<file path="src/rtl/gkc_pkg.sv">
// ----------------------------------------------------------------------------
// gkc_pkg
// shared constants, types and state encoding of the greedy k-center unit
// ----------------------------------------------------------------------------
`default_nettype none

package gkc_pkg;

    localparam int MAX_POINTS  = 32;
    localparam int MAX_CENTERS = 32;
    localparam int IDX_W       = 5;
    localparam int CNT_W       = 6;
    localparam int COORD_W     = 16;
    localparam int DIST_W      = 33;
    localparam int PROD_W      = 32;
    localparam int LBL_W       = 5;
    localparam int CFG_W       = 6;

    localparam logic [DIST_W-1:0] DIST_ONES = {DIST_W{1'b1}};
    localparam logic [CFG_W-1:0]  CFG_RESET = CFG_W'(1);

    localparam logic KIND_CENTER = 1'b0;
    localparam logic KIND_POINT  = 1'b1;

    typedef enum logic [3:0] {
        ST_IDLE,
        ST_PICK0_RD,
        ST_PICK0_CAP,
        ST_CENTER,
        ST_RD,
        ST_SQX,
        ST_SQY,
        ST_UPD,
        ST_OUT_RD,
        ST_OUT_EMIT
    } t_state;

    typedef struct packed {
        logic             rd_en;
        logic [IDX_W-1:0] rd_addr;
        logic             pt_we;
        logic [IDX_W-1:0] pt_addr;
        logic             d_we;
    } t_store_ctl;

    typedef struct packed {
        logic sq_en;
        logic acc_load;
    } t_dist_ctl;

endpackage

`default_nettype wire

</file>
<file path="src/rtl/greedy_k_center_clustering_unit.sv">
// ----------------------------------------------------------------------------
// greedy_k_center_clustering_unit
// farthest-point k-center selection over up to 32 loaded 2-D points
// ----------------------------------------------------------------------------
// loading: one point per cycle, busy stays low between non-final points
// run (n points, k centers): busy high; each point visit steps through read,
//   square x, square y and update states, using the one shared squarer
// results: center items then point items, one cycle each, no stall possible
// reset: synchronous active low; clears control, point count, configured k back to 1
// ----------------------------------------------------------------------------
`default_nettype none

module greedy_k_center_clustering_unit (
    input  wire logic                                i_clk,
    input  wire logic                                i_rst_n,
    input  wire logic                                start,
    output      logic                                busy,
    input  wire logic signed [gkc_pkg::COORD_W-1:0]  i_point_x,
    input  wire logic signed [gkc_pkg::COORD_W-1:0]  i_point_y,
    input  wire logic                                i_final_point,
    input  wire logic                                i_cfg_we,
    input  wire logic        [gkc_pkg::CFG_W-1:0]    i_cfg_data,
    output      logic                                o_result_valid,
    output      logic                                o_item_kind,
    output      logic        [gkc_pkg::IDX_W-1:0]    o_item_index,
    output      logic signed [gkc_pkg::COORD_W-1:0]  o_coord_x,
    output      logic signed [gkc_pkg::COORD_W-1:0]  o_coord_y,
    output      logic        [gkc_pkg::LBL_W-1:0]    o_cluster_label,
    output      logic        [gkc_pkg::DIST_W-1:0]   o_squared_distance,
    output      logic                                o_run_end
);

    gkc_pkg::t_state    r_state, n_state;
    gkc_pkg::t_store_ctl store_ctl;
    gkc_pkg::t_dist_ctl  dist_ctl;

    logic [gkc_pkg::CFG_W-1:0] r_cfg;
    logic [gkc_pkg::CNT_W-1:0] r_count, n_count;
    logic [gkc_pkg::CNT_W-1:0] r_n, n_n;
    logic [gkc_pkg::CNT_W-1:0] r_k, n_k;
    logic [gkc_pkg::CNT_W-1:0] r_round, n_round;
    logic [gkc_pkg::CNT_W-1:0] r_j, n_j;

    logic signed [gkc_pkg::COORD_W-1:0] r_cx, n_cx, r_cy, n_cy;
    logic signed [gkc_pkg::COORD_W-1:0] r_cand_x, n_cand_x, r_cand_y, n_cand_y;
    logic        [gkc_pkg::DIST_W-1:0]  r_max, n_max;

    logic signed [gkc_pkg::COORD_W-1:0] rd_x, rd_y;
    logic        [gkc_pkg::DIST_W-1:0]  rd_dist;
    logic        [gkc_pkg::LBL_W-1:0]   rd_label;
    logic signed [gkc_pkg::COORD_W-1:0] sq_a, sq_b;
    logic        [gkc_pkg::DIST_W-1:0]  sum;
    logic        [gkc_pkg::DIST_W-1:0]  old_dist, new_dist;
    logic                               closer;
    logic                               accept;

    logic                               n_valid;
    logic                               n_kind;
    logic        [gkc_pkg::IDX_W-1:0]   n_index;
    logic signed [gkc_pkg::COORD_W-1:0] n_ox, n_oy;
    logic        [gkc_pkg::LBL_W-1:0]   n_label;
    logic        [gkc_pkg::DIST_W-1:0]  n_dist;
    logic                               n_end;

    gkc_store u_store (
        .i_clk      (i_clk),
        .i_ctl      (store_ctl),
        .i_pt_x     (i_point_x),
        .i_pt_y     (i_point_y),
        .i_dist     (new_dist),
        .i_label    (r_round[gkc_pkg::LBL_W-1:0]),
        .o_rd_x     (rd_x),
        .o_rd_y     (rd_y),
        .o_rd_dist  (rd_dist),
        .o_rd_label (rd_label)
    );

    gkc_dist_unit u_dist (
        .i_clk (i_clk),
        .i_ctl (dist_ctl),
        .i_a   (sq_a),
        .i_b   (sq_b),
        .o_sum (sum)
    );

    assign busy   = (r_state != gkc_pkg::ST_IDLE);
    assign accept = start && !busy;

    // first round sees every distance as the sentinel
    assign old_dist = (r_round == '0) ? gkc_pkg::DIST_ONES : rd_dist;
    assign closer   = (sum < old_dist);
    assign new_dist = closer ? sum : old_dist;

    always_comb begin
        n_state   = r_state;
        n_count   = r_count;
        n_n       = r_n;
        n_k       = r_k;
        n_round   = r_round;
        n_j       = r_j;
        n_cx      = r_cx;
        n_cy      = r_cy;
        n_cand_x  = r_cand_x;
        n_cand_y  = r_cand_y;
        n_max     = r_max;

        store_ctl.rd_en   = 1'b0;
        store_ctl.rd_addr = r_j[gkc_pkg::IDX_W-1:0];
        store_ctl.pt_we   = 1'b0;
        store_ctl.pt_addr = r_count[gkc_pkg::IDX_W-1:0];
        store_ctl.d_we    = 1'b0;
        dist_ctl.sq_en    = 1'b0;
        dist_ctl.acc_load = 1'b0;
        sq_a              = r_cx;
        sq_b              = rd_x;

        n_valid = 1'b0;
        n_kind  = gkc_pkg::KIND_CENTER;
        n_index = r_round[gkc_pkg::IDX_W-1:0];
        n_ox    = r_cand_x;
        n_oy    = r_cand_y;
        n_label = '0;
        n_dist  = '0;
        n_end   = 1'b0;

        unique case (r_state)
            gkc_pkg::ST_IDLE: begin
                if (accept) begin
                    if (r_count < gkc_pkg::CNT_W'(gkc_pkg::MAX_POINTS)) begin
                        store_ctl.pt_we = 1'b1;
                        n_count         = r_count + 1'b1;
                    end
                    if (i_final_point) begin
                        n_n = (r_count < gkc_pkg::CNT_W'(gkc_pkg::MAX_POINTS))
                            ? r_count + 1'b1 : r_count;
                        n_k = (r_cfg > gkc_pkg::CFG_W'(gkc_pkg::MAX_CENTERS))
                            ? gkc_pkg::CNT_W'(gkc_pkg::MAX_CENTERS) : r_cfg;
                        n_count = '0;
                        n_round = '0;
                        n_j     = '0;
                        n_state = (n_k == '0) ? gkc_pkg::ST_OUT_RD : gkc_pkg::ST_PICK0_RD;
                    end
                end
            end
            gkc_pkg::ST_PICK0_RD: begin
                store_ctl.rd_en   = 1'b1;
                store_ctl.rd_addr = '0;
                n_state           = gkc_pkg::ST_PICK0_CAP;
            end
            gkc_pkg::ST_PICK0_CAP: begin
                n_cand_x = rd_x;
                n_cand_y = rd_y;
                n_state  = gkc_pkg::ST_CENTER;
            end
            gkc_pkg::ST_CENTER: begin
                n_valid = 1'b1;
                n_cx    = r_cand_x;
                n_cy    = r_cand_y;
                n_j     = '0;
                n_state = gkc_pkg::ST_RD;
            end
            gkc_pkg::ST_RD: begin
                store_ctl.rd_en = 1'b1;
                n_state         = gkc_pkg::ST_SQX;
            end
            gkc_pkg::ST_SQX: begin
                dist_ctl.sq_en = 1'b1;
                n_state        = gkc_pkg::ST_SQY;
            end
            gkc_pkg::ST_SQY: begin
                dist_ctl.sq_en    = 1'b1;
                dist_ctl.acc_load = 1'b1;
                sq_a              = r_cy;
                sq_b              = rd_y;
                n_state           = gkc_pkg::ST_UPD;
            end
            gkc_pkg::ST_UPD: begin
                store_ctl.d_we = closer;
                // running argmax of the lowered distances picks the next center
                if ((r_j == '0) || (new_dist > r_max)) begin
                    n_max    = new_dist;
                    n_cand_x = rd_x;
                    n_cand_y = rd_y;
                end
                if (r_j == r_n - 1'b1) begin
                    n_round = r_round + 1'b1;
                    n_j     = '0;
                    n_state = (r_round + 1'b1 == r_k) ? gkc_pkg::ST_OUT_RD
                                                     : gkc_pkg::ST_CENTER;
                end else begin
                    n_j     = r_j + 1'b1;
                    n_state = gkc_pkg::ST_RD;
                end
            end
            gkc_pkg::ST_OUT_RD: begin
                store_ctl.rd_en = 1'b1;
                n_state         = gkc_pkg::ST_OUT_EMIT;
            end
            gkc_pkg::ST_OUT_EMIT: begin
                n_valid = 1'b1;
                n_kind  = gkc_pkg::KIND_POINT;
                n_index = r_j[gkc_pkg::IDX_W-1:0];
                n_ox    = rd_x;
                n_oy    = rd_y;
                n_label = (r_k == '0) ? '0 : rd_label;
                n_dist  = (r_k == '0) ? gkc_pkg::DIST_ONES : rd_dist;
                n_end   = (r_j == r_n - 1'b1);
                if (r_j == r_n - 1'b1) begin
                    n_state = gkc_pkg::ST_IDLE;
                end else begin
                    n_j     = r_j + 1'b1;
                    n_state = gkc_pkg::ST_OUT_RD;
                end
            end
            default: begin
                n_state = gkc_pkg::ST_IDLE;
            end
        endcase
    end

    always_ff @(posedge i_clk) begin
        if (!i_rst_n) begin
            r_state        <= gkc_pkg::ST_IDLE;
            r_count        <= '0;
            r_cfg          <= gkc_pkg::CFG_RESET;
            o_result_valid <= 1'b0;
        end else begin
            r_state        <= n_state;
            r_count        <= n_count;
            o_result_valid <= n_valid;
            if (i_cfg_we) begin
                r_cfg <= i_cfg_data;
            end
        end
    end

    always_ff @(posedge i_clk) begin
        r_n                <= n_n;
        r_k                <= n_k;
        r_round            <= n_round;
        r_j                <= n_j;
        r_cx               <= n_cx;
        r_cy               <= n_cy;
        r_cand_x           <= n_cand_x;
        r_cand_y           <= n_cand_y;
        r_max              <= n_max;
        o_item_kind        <= n_kind;
        o_item_index       <= n_index;
        o_coord_x          <= n_ox;
        o_coord_y          <= n_oy;
        o_cluster_label    <= n_label;
        o_squared_distance <= n_dist;
        o_run_end          <= n_end;
    end

endmodule

`default_nettype wire

</file>
<file path="src/rtl/gkc_store.sv">
// ----------------------------------------------------------------------------
// gkc_store
// point coordinate, best distance and label memories with registered read
// ----------------------------------------------------------------------------
`default_nettype none

module gkc_store (
    input  wire logic                                i_clk,
    input  wire gkc_pkg::t_store_ctl                 i_ctl,
    input  wire logic signed [gkc_pkg::COORD_W-1:0]  i_pt_x,
    input  wire logic signed [gkc_pkg::COORD_W-1:0]  i_pt_y,
    input  wire logic        [gkc_pkg::DIST_W-1:0]   i_dist,
    input  wire logic        [gkc_pkg::LBL_W-1:0]    i_label,
    output      logic signed [gkc_pkg::COORD_W-1:0]  o_rd_x,
    output      logic signed [gkc_pkg::COORD_W-1:0]  o_rd_y,
    output      logic        [gkc_pkg::DIST_W-1:0]   o_rd_dist,
    output      logic        [gkc_pkg::LBL_W-1:0]    o_rd_label
);

    logic signed [gkc_pkg::COORD_W-1:0] r_x_mem   [gkc_pkg::MAX_POINTS];
    logic signed [gkc_pkg::COORD_W-1:0] r_y_mem   [gkc_pkg::MAX_POINTS];
    logic        [gkc_pkg::DIST_W-1:0]  r_d_mem   [gkc_pkg::MAX_POINTS];
    logic        [gkc_pkg::LBL_W-1:0]   r_lbl_mem [gkc_pkg::MAX_POINTS];

    always_ff @(posedge i_clk) begin
        if (i_ctl.pt_we) begin
            r_x_mem[i_ctl.pt_addr] <= i_pt_x;
            r_y_mem[i_ctl.pt_addr] <= i_pt_y;
        end
        if (i_ctl.d_we) begin
            r_d_mem[i_ctl.rd_addr]   <= i_dist;
            r_lbl_mem[i_ctl.rd_addr] <= i_label;
        end
    end

    // read data holds until the next read
    always_ff @(posedge i_clk) begin
        if (i_ctl.rd_en) begin
            o_rd_x     <= r_x_mem[i_ctl.rd_addr];
            o_rd_y     <= r_y_mem[i_ctl.rd_addr];
            o_rd_dist  <= r_d_mem[i_ctl.rd_addr];
            o_rd_label <= r_lbl_mem[i_ctl.rd_addr];
        end
    end

endmodule

`default_nettype wire

</file>
<file path="src/rtl/gkc_dist_unit.sv">
// ----------------------------------------------------------------------------
// gkc_dist_unit
// shared squarer: one coordinate difference squared per cycle while sq_en is high, then summed
// ----------------------------------------------------------------------------
`default_nettype none

module gkc_dist_unit (
    input  wire logic                                i_clk,
    input  wire gkc_pkg::t_dist_ctl                  i_ctl,
    input  wire logic signed [gkc_pkg::COORD_W-1:0]  i_a,
    input  wire logic signed [gkc_pkg::COORD_W-1:0]  i_b,
    output      logic        [gkc_pkg::DIST_W-1:0]   o_sum
);

    logic signed [gkc_pkg::COORD_W:0]     diff;
    logic signed [2*gkc_pkg::COORD_W+1:0] sq;
    logic        [gkc_pkg::PROD_W-1:0]    r_prod;
    logic        [gkc_pkg::PROD_W-1:0]    r_acc;

    assign diff = {i_a[gkc_pkg::COORD_W-1], i_a} - {i_b[gkc_pkg::COORD_W-1], i_b};
    assign sq   = diff * diff;

    always_ff @(posedge i_clk) begin
        if (i_ctl.sq_en) begin
            r_prod <= sq[gkc_pkg::PROD_W-1:0];
        end
        // first square parks in the accumulator while the second is formed
        if (i_ctl.acc_load) begin
            r_acc <= r_prod;
        end
    end

    assign o_sum = {1'b0, r_acc} + {1'b0, r_prod};

endmodule

`default_nettype wire
</file>
<file path="config.mk">
export PLATFORM = sky130hd
export DESIGN_NAME = greedy_k_center_clustering_unit
export DESIGN_NICKNAME = d
export VERILOG_FILES = /design/src/rtl/gkc_pkg.sv /design/src/rtl/greedy_k_center_clustering_unit.sv /design/src/rtl/gkc_store.sv /design/src/rtl/gkc_dist_unit.sv
export SDC_FILE = /design/constraint.sdc
export NUM_CORES = 2
export LEC_CHECK = 0
export BUFFER_PORTS_ARGS = -buffer_cell sky130_fd_sc_hd__buf_2
export CORE_ASPECT_RATIO = 1.5
export CORE_UTILIZATION = 40
export CTS_CLUSTER_DIAMETER = 120
export CTS_CLUSTER_SIZE = 12
export DETAILED_ROUTE_END_ITERATION = 6
export PLACE_DENSITY = 0.66
export SYNTH_ARGS = -nofsm -noshare
export SYNTH_HDL_FRONTEND = slang
export SYNTH_SLANG_ARGS = --single-unit
export TNS_END_PERCENT = 10
</file>
<file path="constraint.sdc">
create_clock -name i_clk -period 14.1 [get_ports i_clk]
set_clock_uncertainty 0.1 [all_clocks]
set_input_delay 0.705 -clock i_clk [delete_from_list [all_inputs] [get_ports i_clk]]
set_output_delay 0.705 -clock i_clk [all_outputs]
set_load 0.02 [all_outputs]
</file>
==> metrics.yaml <==
grtUsageTotal: 0.217
fin_crit_sh: 0.732
grt_pass1_vias: 63000
first_pass_iters: 7
overflow: 0
die_y_um: 640
clockBufferDepth: 4
die_x_um: 428
syn_nets: 7111
syn_area_um2: 109000
min_path_type: "input pin to flop"
tns_ns: 0
dpl.hpwl_mm: 170
crit_path_start: "r_state[3]$_SDFFE_PN0P_"
slew_violations: 0
cts_made_buffers: 242
timing.final.crit_period_ns: 10.32
synth_cell_types: 81
crit_type: "flop to flop"
min_from: "i_cfg_data[4]"
cts-root-buf: "clkbuf_16"
critPathLaunchType: "flop"
worstMarginPinSlew_ns: 1.34
max_slew_margin: 0.109
endpoint_kind: "flop"
htree_levels: 4
coreArea_um2: 271000
cp-endpoint: "u_dist.r_prod[31]$_DFFE_PP_"
ys_ff_latch: 2587
drc_errors: 64
ant_nets: 0
num-nets-final: 7267
reg2reg_to: "u_dist.r_prod[31]$_DFFE_PP_"
drive_gt1_frac: 0.182
wl_per_cell_um: 29.3
r2r-start: "r_state[3]$_SDFFE_PN0P_"
synth_edf_count: 2493
area_delta_synth_final_pct: 11.2
cp_max_fo: 53
yosysWarnings: 0
ir_worst_vdd_mv: 1.31
cts_hold_buf: 5
start_util: 0.402
path_clk_slew_ns: 0.06
critPathArrivalTime_ns: 10.82
vias: 63000
postSynthCellCount: 6611
reg2reg_depth: 35
cpPeakStageDelay_ns: 0.66
post_cts_buffers: 0
grt_pass1_wl_mm: 433
power.density_nw_per_um2: 258
grt_max_degree: 189
syn_avg_cell_area_um2: 16.4
rsz0062_at_grt: "false"
postRouteWirelength_mm: 304
crit_slowest_cell: "buf_4"
postCtsResizedCells: 0
leakage_uw: 0.0406
cts_sinks: 2587
gp_congestion: 0.881
utilization: 0.447
drt-initial-drc-count: 9803
synthArstFlopShare: 0
setup_viol: 0
dieArea_um2: 274000
io_pins: 122
hold_violations: 0
ys_seq_area_frac: 0.706
maxCapViolCount: 0
rows: 234
synth_ff_type: "edfxtp_1"
reg2reg_slack_ns: 3.78
via_per_inst: 6.07
antenna_found_initial: 26
violations: "DRC"
status: "finished, violations left"
clock.fmax_ghz: 0.0969
insertion_delay_ns: 0.95
cts_tree: "done"
cp.required_ns: 14.60
io_buffer_count: 121
cpMostUsedCell: "fa_1"
synth_stat cells (all sizes together), types with 30 or more instances:
cell       n  area, um2
edfxtp  2493      74900
mux2     556       6260
nand2    249        935
clkbuf   289       1080
inv      385       1450
buf       98        419
fa       258       5160
dfxtp     94       1880
ha       199       2490
and3      30        188
mux2i     76        761
a222oi   490       4900
o22ai    222       1390
nor3      77        390
o211ai    58        440
a21oi    116        603
xor2      30        278
nor2     345       1300
xnor2     75        657
o21ai    108        541
a22oi     55        418
a21o      43        323
per-stage QoR:
stage	hold WS (ns)	cells	instance area, um2	setup slack (ns)	total power (uW)
after detailed placement	0.330	10100	114000	3.81	25700
final	0.0445	10400	121000	3.78	31200
after CTS	0.00193	10400	121000	3.77	31500
after floorplan	0.320	6611	109000	4.12	22100
after global placement	0.324	10100	114000	4.00	25600
after global routing	0.0492	10400	121000	3.21	33600
cell families (layout without fill, tap and decap cells):
kind of cell,after synthesis,in the layout,synth area share
AO/OA/AOI/OAI,1183,1183,0.0868
buffers and inverters,777,998,0.0273
AND/OR/NAND/NOR,870,870,0.0359
adder cells (fa/ha/maj),457,457,0.0705
XOR/XNOR,105,105,0.00860
multiplexers,632,632,0.0646
flip-flops,2587,2587,0.706
other,0,7,0
metal layers:
layer	track usage	vias to the layer above	share of wire
met3	0.0275	669	0.083
li1	-	26300	-
met2	0.375	3573	0.51
met1	0.269	32400	0.36
met5	0	-	0.00029
met4	0.0989	14	0.050
flip-flops by register name, summed over array words and instances (netlist names), 31 cells and up:
register	flops
u_store.r_x_mem	512
r_max	33
u_store.r_lbl_mem	160
u_dist.r_prod	31
u_dist.r_acc	31
u_store.r_d_mem	1056
o_squared_distance	33
u_store.r_y_mem	512
u_store.o_rd_dist	33
where the power goes:
| part | internal [uW] | total, uW | switching [uW] |
|---|---|---|---|
| clock network | 3080 | 5770 | 2680 |
| registers | 9470 | 9520 | 45.8 |
| logic | 6880 | 15900 | 9040 |
| total | 19400 | 31200 | 11800 |
worst min-delay path by stage:
stage                                  to  slack (ns)  depth (start not counted)
floorplan               r_cx[0]$_DFFE_PP_        0.32                          0
global placement       r_cy[15]$_DFFE_PP_        0.32                          0
detailed placement     r_cx[12]$_DFFE_PP_        0.33                          0
CTS                 r_cfg[4]$_SDFFE_PN0P_       0.002                          3
global route        r_cfg[4]$_SDFFE_PN0P_        0.05                          3
finish              r_cfg[4]$_SDFFE_PN0P_        0.04                          3
layout make-up:
class	count	area [um2]
fillers	23300	150000
flip-flops and latches	2587	76700
multi-input cells	3247	29600
clock buffers	299	6290
well taps	3540	4430
repair buffers	299	2040
inverters	390	1460
clock inverters	10	195
diodes	7	17.5
worst max-delay path: cells and delay by family, from the launching register on:
family | cells | cell delay [ns]
compound gates | 10 | 1.98
fa+ha+maj | 8 | 3.73
buf+inv | 7 | 1.65
xor+xnor | 2 | 0.23
flops | 1 | 0.46
mux | 1 | 0.41
simple gates | 7 | 1.47
layout by cell type, fill, tap and decap left out, types with 28 or more instances in the layout:
cell,instances
a21o_1,43
a21oi_1,87
a222oi_1,490
a22oi_1,54
and2_1,28
and3_1,29
buf_2,121
buf_4,166
clkbuf_1,56
clkbuf_16,243
dfxtp_1,94
edfxtp_1,2493
fa_1,258
ha_1,199
inv_1,377
mux2_2,555
mux2i_1,76
nand2_1,247
nor2_1,278
nor2_4,66
nor2b_1,28
nor3_1,74
o211ai_1,57
o21ai_0,100
o22ai_1,222
xnor2_1,75
xor2_1,28
Power figures use the tool's default switching activity.
